==> src/rtl/bcr_pkg.sv <==
// Shared types and constants for the bracket command recognizer.
package bcr_pkg;

  localparam int unsigned NUM_CMDS      = 7;
  localparam int unsigned TEXT_MAX      = 12;
  localparam int unsigned ROOM_TEXT_LEN = 8;

  localparam logic [7:0] CHAR_LBRACKET = 8'h5B;
  localparam logic [7:0] CHAR_RBRACKET = 8'h5D;
  localparam logic [7:0] CHAR_ZERO     = 8'h30;
  localparam logic [7:0] CHAR_NINE     = 8'h39;

  localparam logic [3:0] ROOM_MAX = 4'd8;
  localparam logic [3:0] ROOM_SAT = 4'd9;

  typedef enum logic [2:0] {
    CMD_UNKNOWN = 3'd0,
    CMD_ROOM    = 3'd1,
    CMD_START   = 3'd2,
    CMD_STOP    = 3'd3,
    CMD_RESET   = 3'd4,
    CMD_STATUS  = 3'd5,
    CMD_LOAD    = 3'd6,
    CMD_UNLOAD  = 3'd7
  } cmd_e;

  // Command texts, left-justified, first character in the top byte.
  // Entry 0 is the lowest slice, so the list runs from last command to first.
  localparam logic [NUM_CMDS-1:0][TEXT_MAX*8-1:0] CMD_TEXT = {
    "[f,unload,1]",
    {"[f,load,1]", 16'h0000},
    {"[f,status]", 16'h0000},
    {"[f,reset]", 24'h000000},
    {"[f,stop]", 32'h00000000},
    {"[f,start]", 24'h000000},
    {"[f,room,", 32'h00000000}
  };

  localparam logic [NUM_CMDS-1:0][3:0] CMD_LEN = {
    4'd12, 4'd10, 4'd10, 4'd9, 4'd8, 4'd9, 4'd8
  };

  typedef struct packed {
    cmd_e       command;
    logic [3:0] room;
    logic       room_ok;
  } result_t;

endpackage

==> src/rtl/bcr_in_stage.sv <==
// Input register: holds one received byte until the parser takes it.
module bcr_in_stage (
  input  logic       clk_i,
  input  logic       rst_ni,
  input  logic       in_valid_i,
  output logic       in_ready_o,
  input  logic [7:0] rx_byte_i,
  output logic       byte_valid_o,
  output logic [7:0] byte_o,
  input  logic       pop_i
);

  logic       valid_q, valid_d;
  logic [7:0] byte_q;

  assign in_ready_o = !valid_q || pop_i;

  always_comb begin
    valid_d = valid_q;
    if (in_ready_o) begin
      valid_d = in_valid_i;
    end
  end

  always_ff @(posedge clk_i or negedge rst_ni) begin
    if (!rst_ni) begin
      valid_q <= 1'b0;
    end else begin
      valid_q <= valid_d;
    end
  end

  always_ff @(posedge clk_i) begin
    if (in_valid_i && in_ready_o) begin
      byte_q <= rx_byte_i;
    end
  end

  assign byte_valid_o = valid_q;
  assign byte_o       = byte_q;

endmodule

==> src/rtl/bcr_parser.sv <==
// Frame tracker: prefix matching, room digit accumulation and command decode.
module bcr_parser #(
  parameter int unsigned FRAME_BYTES = 32
) (
  input  logic            clk_i,
  input  logic            rst_ni,
  input  logic            byte_valid_i,
  input  logic [7:0]      byte_i,
  input  logic            out_free_i,
  output logic            pop_o,
  output logic            emit_o,
  output bcr_pkg::result_t result_o
);

  localparam int unsigned PW = $clog2(FRAME_BYTES);

  logic                          frame_q, frame_d;
  logic [PW-1:0]                 pos_q, pos_d;
  logic [bcr_pkg::NUM_CMDS-1:0]  alive_q, alive_d;
  logic [3:0]                    accum_q, accum_d;
  logic                          digits_q, digits_d;

  logic       is_close;
  logic [3:0] cmp_sel;
  logic [6:0] accum_next;
  logic       is_digit;

  // A closing byte needs a free result slot; everything else moves on.
  assign is_close = frame_q && (byte_i == bcr_pkg::CHAR_RBRACKET);
  assign pop_o    = byte_valid_i && (!is_close || out_free_i);

  assign cmp_sel    = 4'(bcr_pkg::TEXT_MAX - 1) - pos_q[3:0];
  assign is_digit   = (byte_i >= bcr_pkg::CHAR_ZERO) && (byte_i <= bcr_pkg::CHAR_NINE);
  assign accum_next = {accum_q, 3'b000} + {2'b00, accum_q, 1'b0} + {3'b000, byte_i[3:0]};

  always_comb begin
    frame_d  = frame_q;
    pos_d    = pos_q;
    alive_d  = alive_q;
    accum_d  = accum_q;
    digits_d = digits_q;
    emit_o   = 1'b0;
    result_o = '{command: bcr_pkg::CMD_UNKNOWN, room: 4'd0, room_ok: 1'b0};

    if (pop_o) begin
      if (byte_i == bcr_pkg::CHAR_LBRACKET) begin
        frame_d  = 1'b1;
        pos_d    = PW'(1);
        alive_d  = '1;
        accum_d  = 4'd0;
        digits_d = 1'b0;
      end else if (frame_q) begin
        if (pos_q < PW'(FRAME_BYTES - 1)) begin
          if (digits_q) begin
            if (is_digit) begin
              accum_d = (accum_q > bcr_pkg::ROOM_MAX || accum_next > 7'(bcr_pkg::ROOM_MAX))
                        ? bcr_pkg::ROOM_SAT : accum_next[3:0];
            end else begin
              digits_d = 1'b0;
            end
          end
          for (int k = 0; k < bcr_pkg::NUM_CMDS; k++) begin
            if (pos_q < PW'(bcr_pkg::CMD_LEN[k]) &&
                byte_i != bcr_pkg::CMD_TEXT[k][{cmp_sel, 3'b000} +: 8]) begin
              alive_d[k] = 1'b0;
            end
          end
          if (pos_q == PW'(bcr_pkg::ROOM_TEXT_LEN - 1) && alive_d[0]) begin
            digits_d = 1'b1;
          end
          pos_d = pos_q + PW'(1);
        end

        if (is_close) begin
          emit_o = 1'b1;
          // Scan downward so the first matching text wins.
          for (int k = bcr_pkg::NUM_CMDS - 1; k >= 0; k--) begin
            if (alive_d[k] && pos_d >= PW'(bcr_pkg::CMD_LEN[k])) begin
              result_o.command = bcr_pkg::cmd_e'(3'(k + 1));
            end
          end
          if (result_o.command == bcr_pkg::CMD_ROOM && accum_d >= 4'd1 &&
              accum_d <= bcr_pkg::ROOM_MAX) begin
            result_o.room    = accum_d;
            result_o.room_ok = 1'b1;
          end
          frame_d  = 1'b0;
          pos_d    = '0;
          alive_d  = '0;
          accum_d  = 4'd0;
          digits_d = 1'b0;
        end
      end
    end
  end

  always_ff @(posedge clk_i or negedge rst_ni) begin
    if (!rst_ni) begin
      frame_q  <= 1'b0;
      pos_q    <= '0;
      alive_q  <= '0;
      accum_q  <= 4'd0;
      digits_q <= 1'b0;
    end else begin
      frame_q  <= frame_d;
      pos_q    <= pos_d;
      alive_q  <= alive_d;
      accum_q  <= accum_d;
      digits_q <= digits_d;
    end
  end

endmodule

==> src/rtl/bcr_out_stage.sv <==
// Result register: holds one decoded command until the consumer takes it.
module bcr_out_stage (
  input  logic             clk_i,
  input  logic             rst_ni,
  input  logic             load_i,
  input  bcr_pkg::result_t result_i,
  output logic             free_o,
  output logic             out_valid_o,
  input  logic             out_ready_i,
  output logic [2:0]       command_o,
  output logic [3:0]       room_o,
  output logic             room_ok_o
);

  logic             valid_q, valid_d;
  bcr_pkg::result_t res_q;

  assign free_o = !valid_q || out_ready_i;

  always_comb begin
    valid_d = valid_q;
    if (free_o) begin
      valid_d = load_i;
    end
  end

  always_ff @(posedge clk_i or negedge rst_ni) begin
    if (!rst_ni) begin
      valid_q <= 1'b0;
    end else begin
      valid_q <= valid_d;
    end
  end

  always_ff @(posedge clk_i) begin
    if (load_i && free_o) begin
      res_q <= result_i;
    end
  end

  assign out_valid_o = valid_q;
  assign command_o   = res_q.command;
  assign room_o      = res_q.room;
  assign room_ok_o   = res_q.room_ok;

endmodule

==> src/rtl/bracket_command_recognizer_top.sv <==
// Flow: a byte is registered on acceptance and decoded the next cycle; a closing
// ']' then loads its result into the result register once that register is free.
// Throughput: one byte per cycle; a closing byte waits in the input register only
// while the result register holds an untaken transaction.
// Reset: rst_ni asynchronously clears the frame state and both valid flags; the
// block leaves reset outside any frame.
module bracket_command_recognizer_top #(
  parameter int unsigned FRAME_BYTES = 32
) (
  input  logic       clk_i,
  input  logic       rst_ni,
  input  logic       in_valid_i,
  output logic       in_ready_o,
  input  logic [7:0] rx_byte_i,
  output logic       out_valid_o,
  input  logic       out_ready_i,
  output logic [2:0] command_o,
  output logic [3:0] room_o,
  output logic       room_ok_o
);

  logic             byte_valid;
  logic [7:0]       byte_q;
  logic             pop;
  logic             emit;
  logic             out_free;
  bcr_pkg::result_t result;

  bcr_in_stage u_in (
    .clk_i        (clk_i),
    .rst_ni       (rst_ni),
    .in_valid_i   (in_valid_i),
    .in_ready_o   (in_ready_o),
    .rx_byte_i    (rx_byte_i),
    .byte_valid_o (byte_valid),
    .byte_o       (byte_q),
    .pop_i        (pop)
  );

  bcr_parser #(
    .FRAME_BYTES (FRAME_BYTES)
  ) u_parser (
    .clk_i        (clk_i),
    .rst_ni       (rst_ni),
    .byte_valid_i (byte_valid),
    .byte_i       (byte_q),
    .out_free_i   (out_free),
    .pop_o        (pop),
    .emit_o       (emit),
    .result_o     (result)
  );

  bcr_out_stage u_out (
    .clk_i       (clk_i),
    .rst_ni      (rst_ni),
    .load_i      (emit),
    .result_i    (result),
    .free_o      (out_free),
    .out_valid_o (out_valid_o),
    .out_ready_i (out_ready_i),
    .command_o   (command_o),
    .room_o      (room_o),
    .room_ok_o   (room_ok_o)
  );

endmodule

==> config.mk <==
export PLATFORM = sky130hd
export DESIGN_NAME = bracket_command_recognizer_top
export DESIGN_NICKNAME = d
export VERILOG_FILES = /design/src/rtl/bcr_pkg.sv /design/src/rtl/bcr_in_stage.sv /design/src/rtl/bcr_parser.sv /design/src/rtl/bcr_out_stage.sv /design/src/rtl/bracket_command_recognizer_top.sv
export SDC_FILE = /design/constraint.sdc
export NUM_CORES = 1
export LEC_CHECK = 0
export ABC_AREA = 0
export BUFFER_PORTS_ARGS = -buffer_cell sky130_fd_sc_hd__buf_2
export CORE_MARGIN = 2
export CORE_UTILIZATION = 61
export CTS_CLUSTER_DIAMETER = 80
export DETAILED_ROUTE_END_ITERATION = 7
export PLACE_DENSITY = 0.84
export SLEW_MARGIN = 20
export SYNTH_ARGS = -nofsm -noshare
export SYNTH_HDL_FRONTEND = slang
export SYNTH_SLANG_ARGS = --single-unit
export TNS_END_PERCENT = 50
==> constraint.sdc <==
create_clock -name clk_i -period 3.52 [get_ports clk_i]
set_input_delay 0.704 -clock clk_i [delete_from_list [all_inputs] [get_ports clk_i]]
set_output_delay 0.704 -clock clk_i [all_outputs]
set_load 0.01 [all_outputs]
==> impl_metrics.json <==
{
  "drive_above_1_share_pct": 14.7,
  "rows": 28,
  "synth_edf_count": 16,
  "rr_worst_depth": 10,
  "drcViolationCount": 0,
  "rsz0062_at_grt": "no",
  "dieArea_sq_um": 6590,
  "wl_met2_microns": 4560,
  "crit_fanout": 8,
  "fin_crit_sh_pct": 94.6,
  "worst_r2r_startpoint": "u_parser.pos_q[1]$_DFFE_PN0P_",
  "slew_viol_final": 0,
  "cts.clk_slew.worst_paths_ns": 0.08,
  "hpwl_microns": 7630,
  "min_path_type": "primary input to async pin",
  "numCtsBuffers": 5,
  "drv_cap": 0,
  "ys_warn_count": 0,
  "max_freq_ghz": 0.300,
  "synth_top_area_share_pct": 13.8,
  "fillers": 482,
  "die_w_microns": 81.2,
  "antenna_found_initial": 0,
  "dr_total_vias": 3649,
  "cts-root-buf": "clkbuf_8",
  "slew_headroom_pct": 52.8,
  "vias_per_cell": 6.70,
  "crit_type": "flip-flop to flip-flop",
  "wl_met3_microns": 1010,
  "yosysTopAreaCell": "dfrtp_1",
  "worst_clock_skew_ns": 0.00872,
  "arrival_ns": 3.40,
  "post_cts_buffers": 0,
  "dr.pass1.iters": 5,
  "endpoint_kind": "flip-flop",
  "final_cell_area_sq_um": 3960,
  "setup.worst_path.start_class": "flip-flop",
  "clk_latency_ns": 0.30,
  "wirelength_microns": 10400,
  "tritoncts": "yes",
  "synth_flop_cell": "dfrtp_1",
  "clockBufferDepth": 2,
  "cpMostUsedCell": "a2111oi_1",
  "syn2layout_area_growth_pct": 8.89,
  "drt_iter0_drc": 463,
  "ant_nets": 0,
  "cp-startpoint": "u_parser.pos_q[1]$_DFFE_PN0P_",
  "worst_pin_slew_ns": 0.707,
  "netlist_instances": 449,
  "finalHoldViolCount": 0,
  "worst_path_max_delay_cell": "a2111oi_1",
  "yosysSeqAreaShare_pct": 27.0,
  "top_layer": "met4",
  "power.leakage_nw": 1.60,
  "wl_per_cell_microns": 19.0,
  "p_per_area_nw_per_um2": 888,
  "clock_sinks": 36,
  "gp_congestion": 0.999,
  "ctsHoldBuffers": 0,
  "path_cells": "inv_1, ha_2, nor2_1, a211oi_1, nand2_1, a2111oi_1, a31oi_1, a2bb2oi_2, nor3b_1, a2111oi_1",
  "ys_ff_latch": 36,
  "nNetsFinal": 501,
  "irDropWorstVdd_v": 0.000517,
  "grt_usage_pct": 33.7,
  "ys_top_cells_by_area": "dfrtp_1 14%, edfxtp_1 13%, ha_1 6.2%, o21ai_0 5.2%, a21oi_1 4.5%",
  "htreeDepth": 2,
  "final.min_clock_period_ns": 3.33,
  "setup_tns_ns": 0,
  "core_area_sq_um": 5850,
  "grt_max_degree": 52,
  "netlist_area_sq_um": 3630,
  "setup_viol": 0,
  "initial_core_util_pct": 62.1,
  "wirelength_met1_microns": 4440,
  "reg2reg_setup_slack_ns": 0.19,
  "async_flop_share_pct": 55.6,
  "n_antenna_cell": 0,
  "status": "finished clean",
  "io_pins": 22,
  "synth_area_per_cell_sq_um": 8.09,
  "portBuffers": 21,
  "grt_pass1_vias": 3426,
  "slowest_delay_ns": 0.52,
  "r2r_end": "u_out.command_o[2]$_SDFFCE_PP0P_",
  "grt_pass1_wl_microns": 16900,
  "chipHeight_microns": 81.2,
  "synth_nets": 481,
  "grt-ovfl-total": 0,
  "synth_cell_types": 75,
  "placed_cell_area_sq_um": 3840,
  "worstPathRequired_ns": 3.59
}
power by group:
part / leakage [nW] / internal [mW] / switching, mW
sequential: 0.387 / 0.514 / 0.0933
combinational: 1.17 / 1.05 / 1.55
clock: 0.0445 / 0.159 / 0.152
critical path, delay by kind of cell (launching register included):
family,cells,cell delay [ns]
AO/OA/AOI/OAI,5,1.76
flip-flops,1,0.39
AND/OR/NAND/NOR,3,0.37
adder cells (fa/ha/maj),1,0.35
buffers and inverters,1,0.23
synth_stat cells, types with 5 or more instances:
cell,number
a211oi_1,11
a21o_1,7
a21oi_1,33
a31oi_1,9
and2_1,6
and3_1,6
buf_2,11
clkbuf_1,13
dfrtp_1,20
edfxtp_1,16
ha_1,18
inv_1,19
mux2i_1,5
nand2_1,42
nand2b_1,7
nand3_1,12
nor2_1,25
nor2b_1,13
nor3_1,13
o21a_1,6
o21ai_0,38
o31ai_1,5
or3_1,5
xnor2_1,15
xor2_1,14
state kept, by name, summed over array words and instances, names as in the netlist:
register,cells
u_out.command_o,3
u_parser.alive_q,7
u_out.room_o,4
u_in.byte_valid_o,1
u_out.out_valid_o,1
u_in.byte_o,8
u_parser.digits_q,1
u_parser.frame_q,1
u_out.room_ok_o,1
u_parser.pos_q,5
u_parser.accum_q,4
logic make-up after synthesis:
kind of cell	Yosys count	synth area share, %
flops	36	27.0
fa+ha+maj	20	7.30
buf+inv	50	6.17
simple gates	160	23.7
compound gates	147	26.9
xor+xnor	29	6.99
mux	7	2.00
per-layer routing:
| layer | GRT usage (%) | up-vias |
|---|---|---|
| li1 | - | 1676 |
| met1 | 46.4 | 1734 |
| met2 | 52.6 | 203 |
| met3 | 6.00 | 36 |
| met4 | 13.4 | 0 |
| met5 | 0 | - |
layout make-up:
cell class / count / area, sq um / share of cell area (%)
multi-input cells: 363 / 2440 / 61.8
flip-flops and latches: 36 / 981 / 24.8
repair buffers: 42 / 263 / 6.64
well taps: 75 / 93.8 / 2.37
clock buffers: 7 / 86.3 / 2.18
inverters: 21 / 78.8 / 1.99
clock inverters: 1 / 7.51 / 0.190
metrics by stage:
| step | std cells | utilization (%) | total power, mW | hold WS, ns | setup WS [ns] |
|---|---|---|---|---|---|
| final | 545 | 67.6 | 3.51 | 0.354 | 0.190 |
| after global routing | 545 | 67.6 | 3.77 | 0.387 | 0.0289 |
| after CTS | 545 | 67.3 | 3.40 | 0.370 | 0.0881 |
| after detailed placement | 537 | 65.7 | 3.07 | 0.490 | 0.00950 |
| after global placement | 537 | 65.7 | 3.05 | 0.479 | 0.0933 |
| after floorplan | 449 | - | 2.50 | 0.408 | 0.480 |
worst max-delay path by stage:
stage / cells after the start / slack, ns / endpoint
floorplan: 13 / 0.48 / u_out.room_o[2]$_SDFFCE_PP0P_
global placement: 11 / 0.09 / u_out.command_o[2]$_SDFFCE_PP0P_
detailed placement: 11 / 0.01 / u_out.command_o[2]$_SDFFCE_PP0P_
CTS: 10 / 0.09 / u_out.command_o[2]$_SDFFCE_PP0P_
global route: 10 / 0.03 / u_out.command_o[2]$_SDFFCE_PP0P_
finish: 10 / 0.19 / u_out.command_o[2]$_SDFFCE_PP0P_
cells in the final DEF, fill, tap and decap left out, drive strengths merged, types with 3 or more instances in the layout:
cell and count:
nor3 14, o21bai 4, nor3b 5, or2 3, nand3 12, a21oi 33, and2 7, a21o 7
and3 6, o211ai 3, a211oi 11, mux2i 5, xor2 14, ha 18, o22ai 3, a2111oi 4
nor2 25, clkbuf 7, xnor2 15, nand2b 7, nor2b 13, o21a 6, o31ai 5, nand4 4
o31a 3, o21ai 40, nand2 42, nand3b 3, a31oi 9, or3 6, or3b 3, dfrtp 20
inv 20, buf 42, edfxtp 16
timing repair:
| item | CTS | global route |
|---|---|---|
| gates resized for setup | 1 | 4 |
| pin swaps | 0 | 0 |
| endpoints found under the setup margin | 1 | 1 |
(Power assumes the default switching activity.)
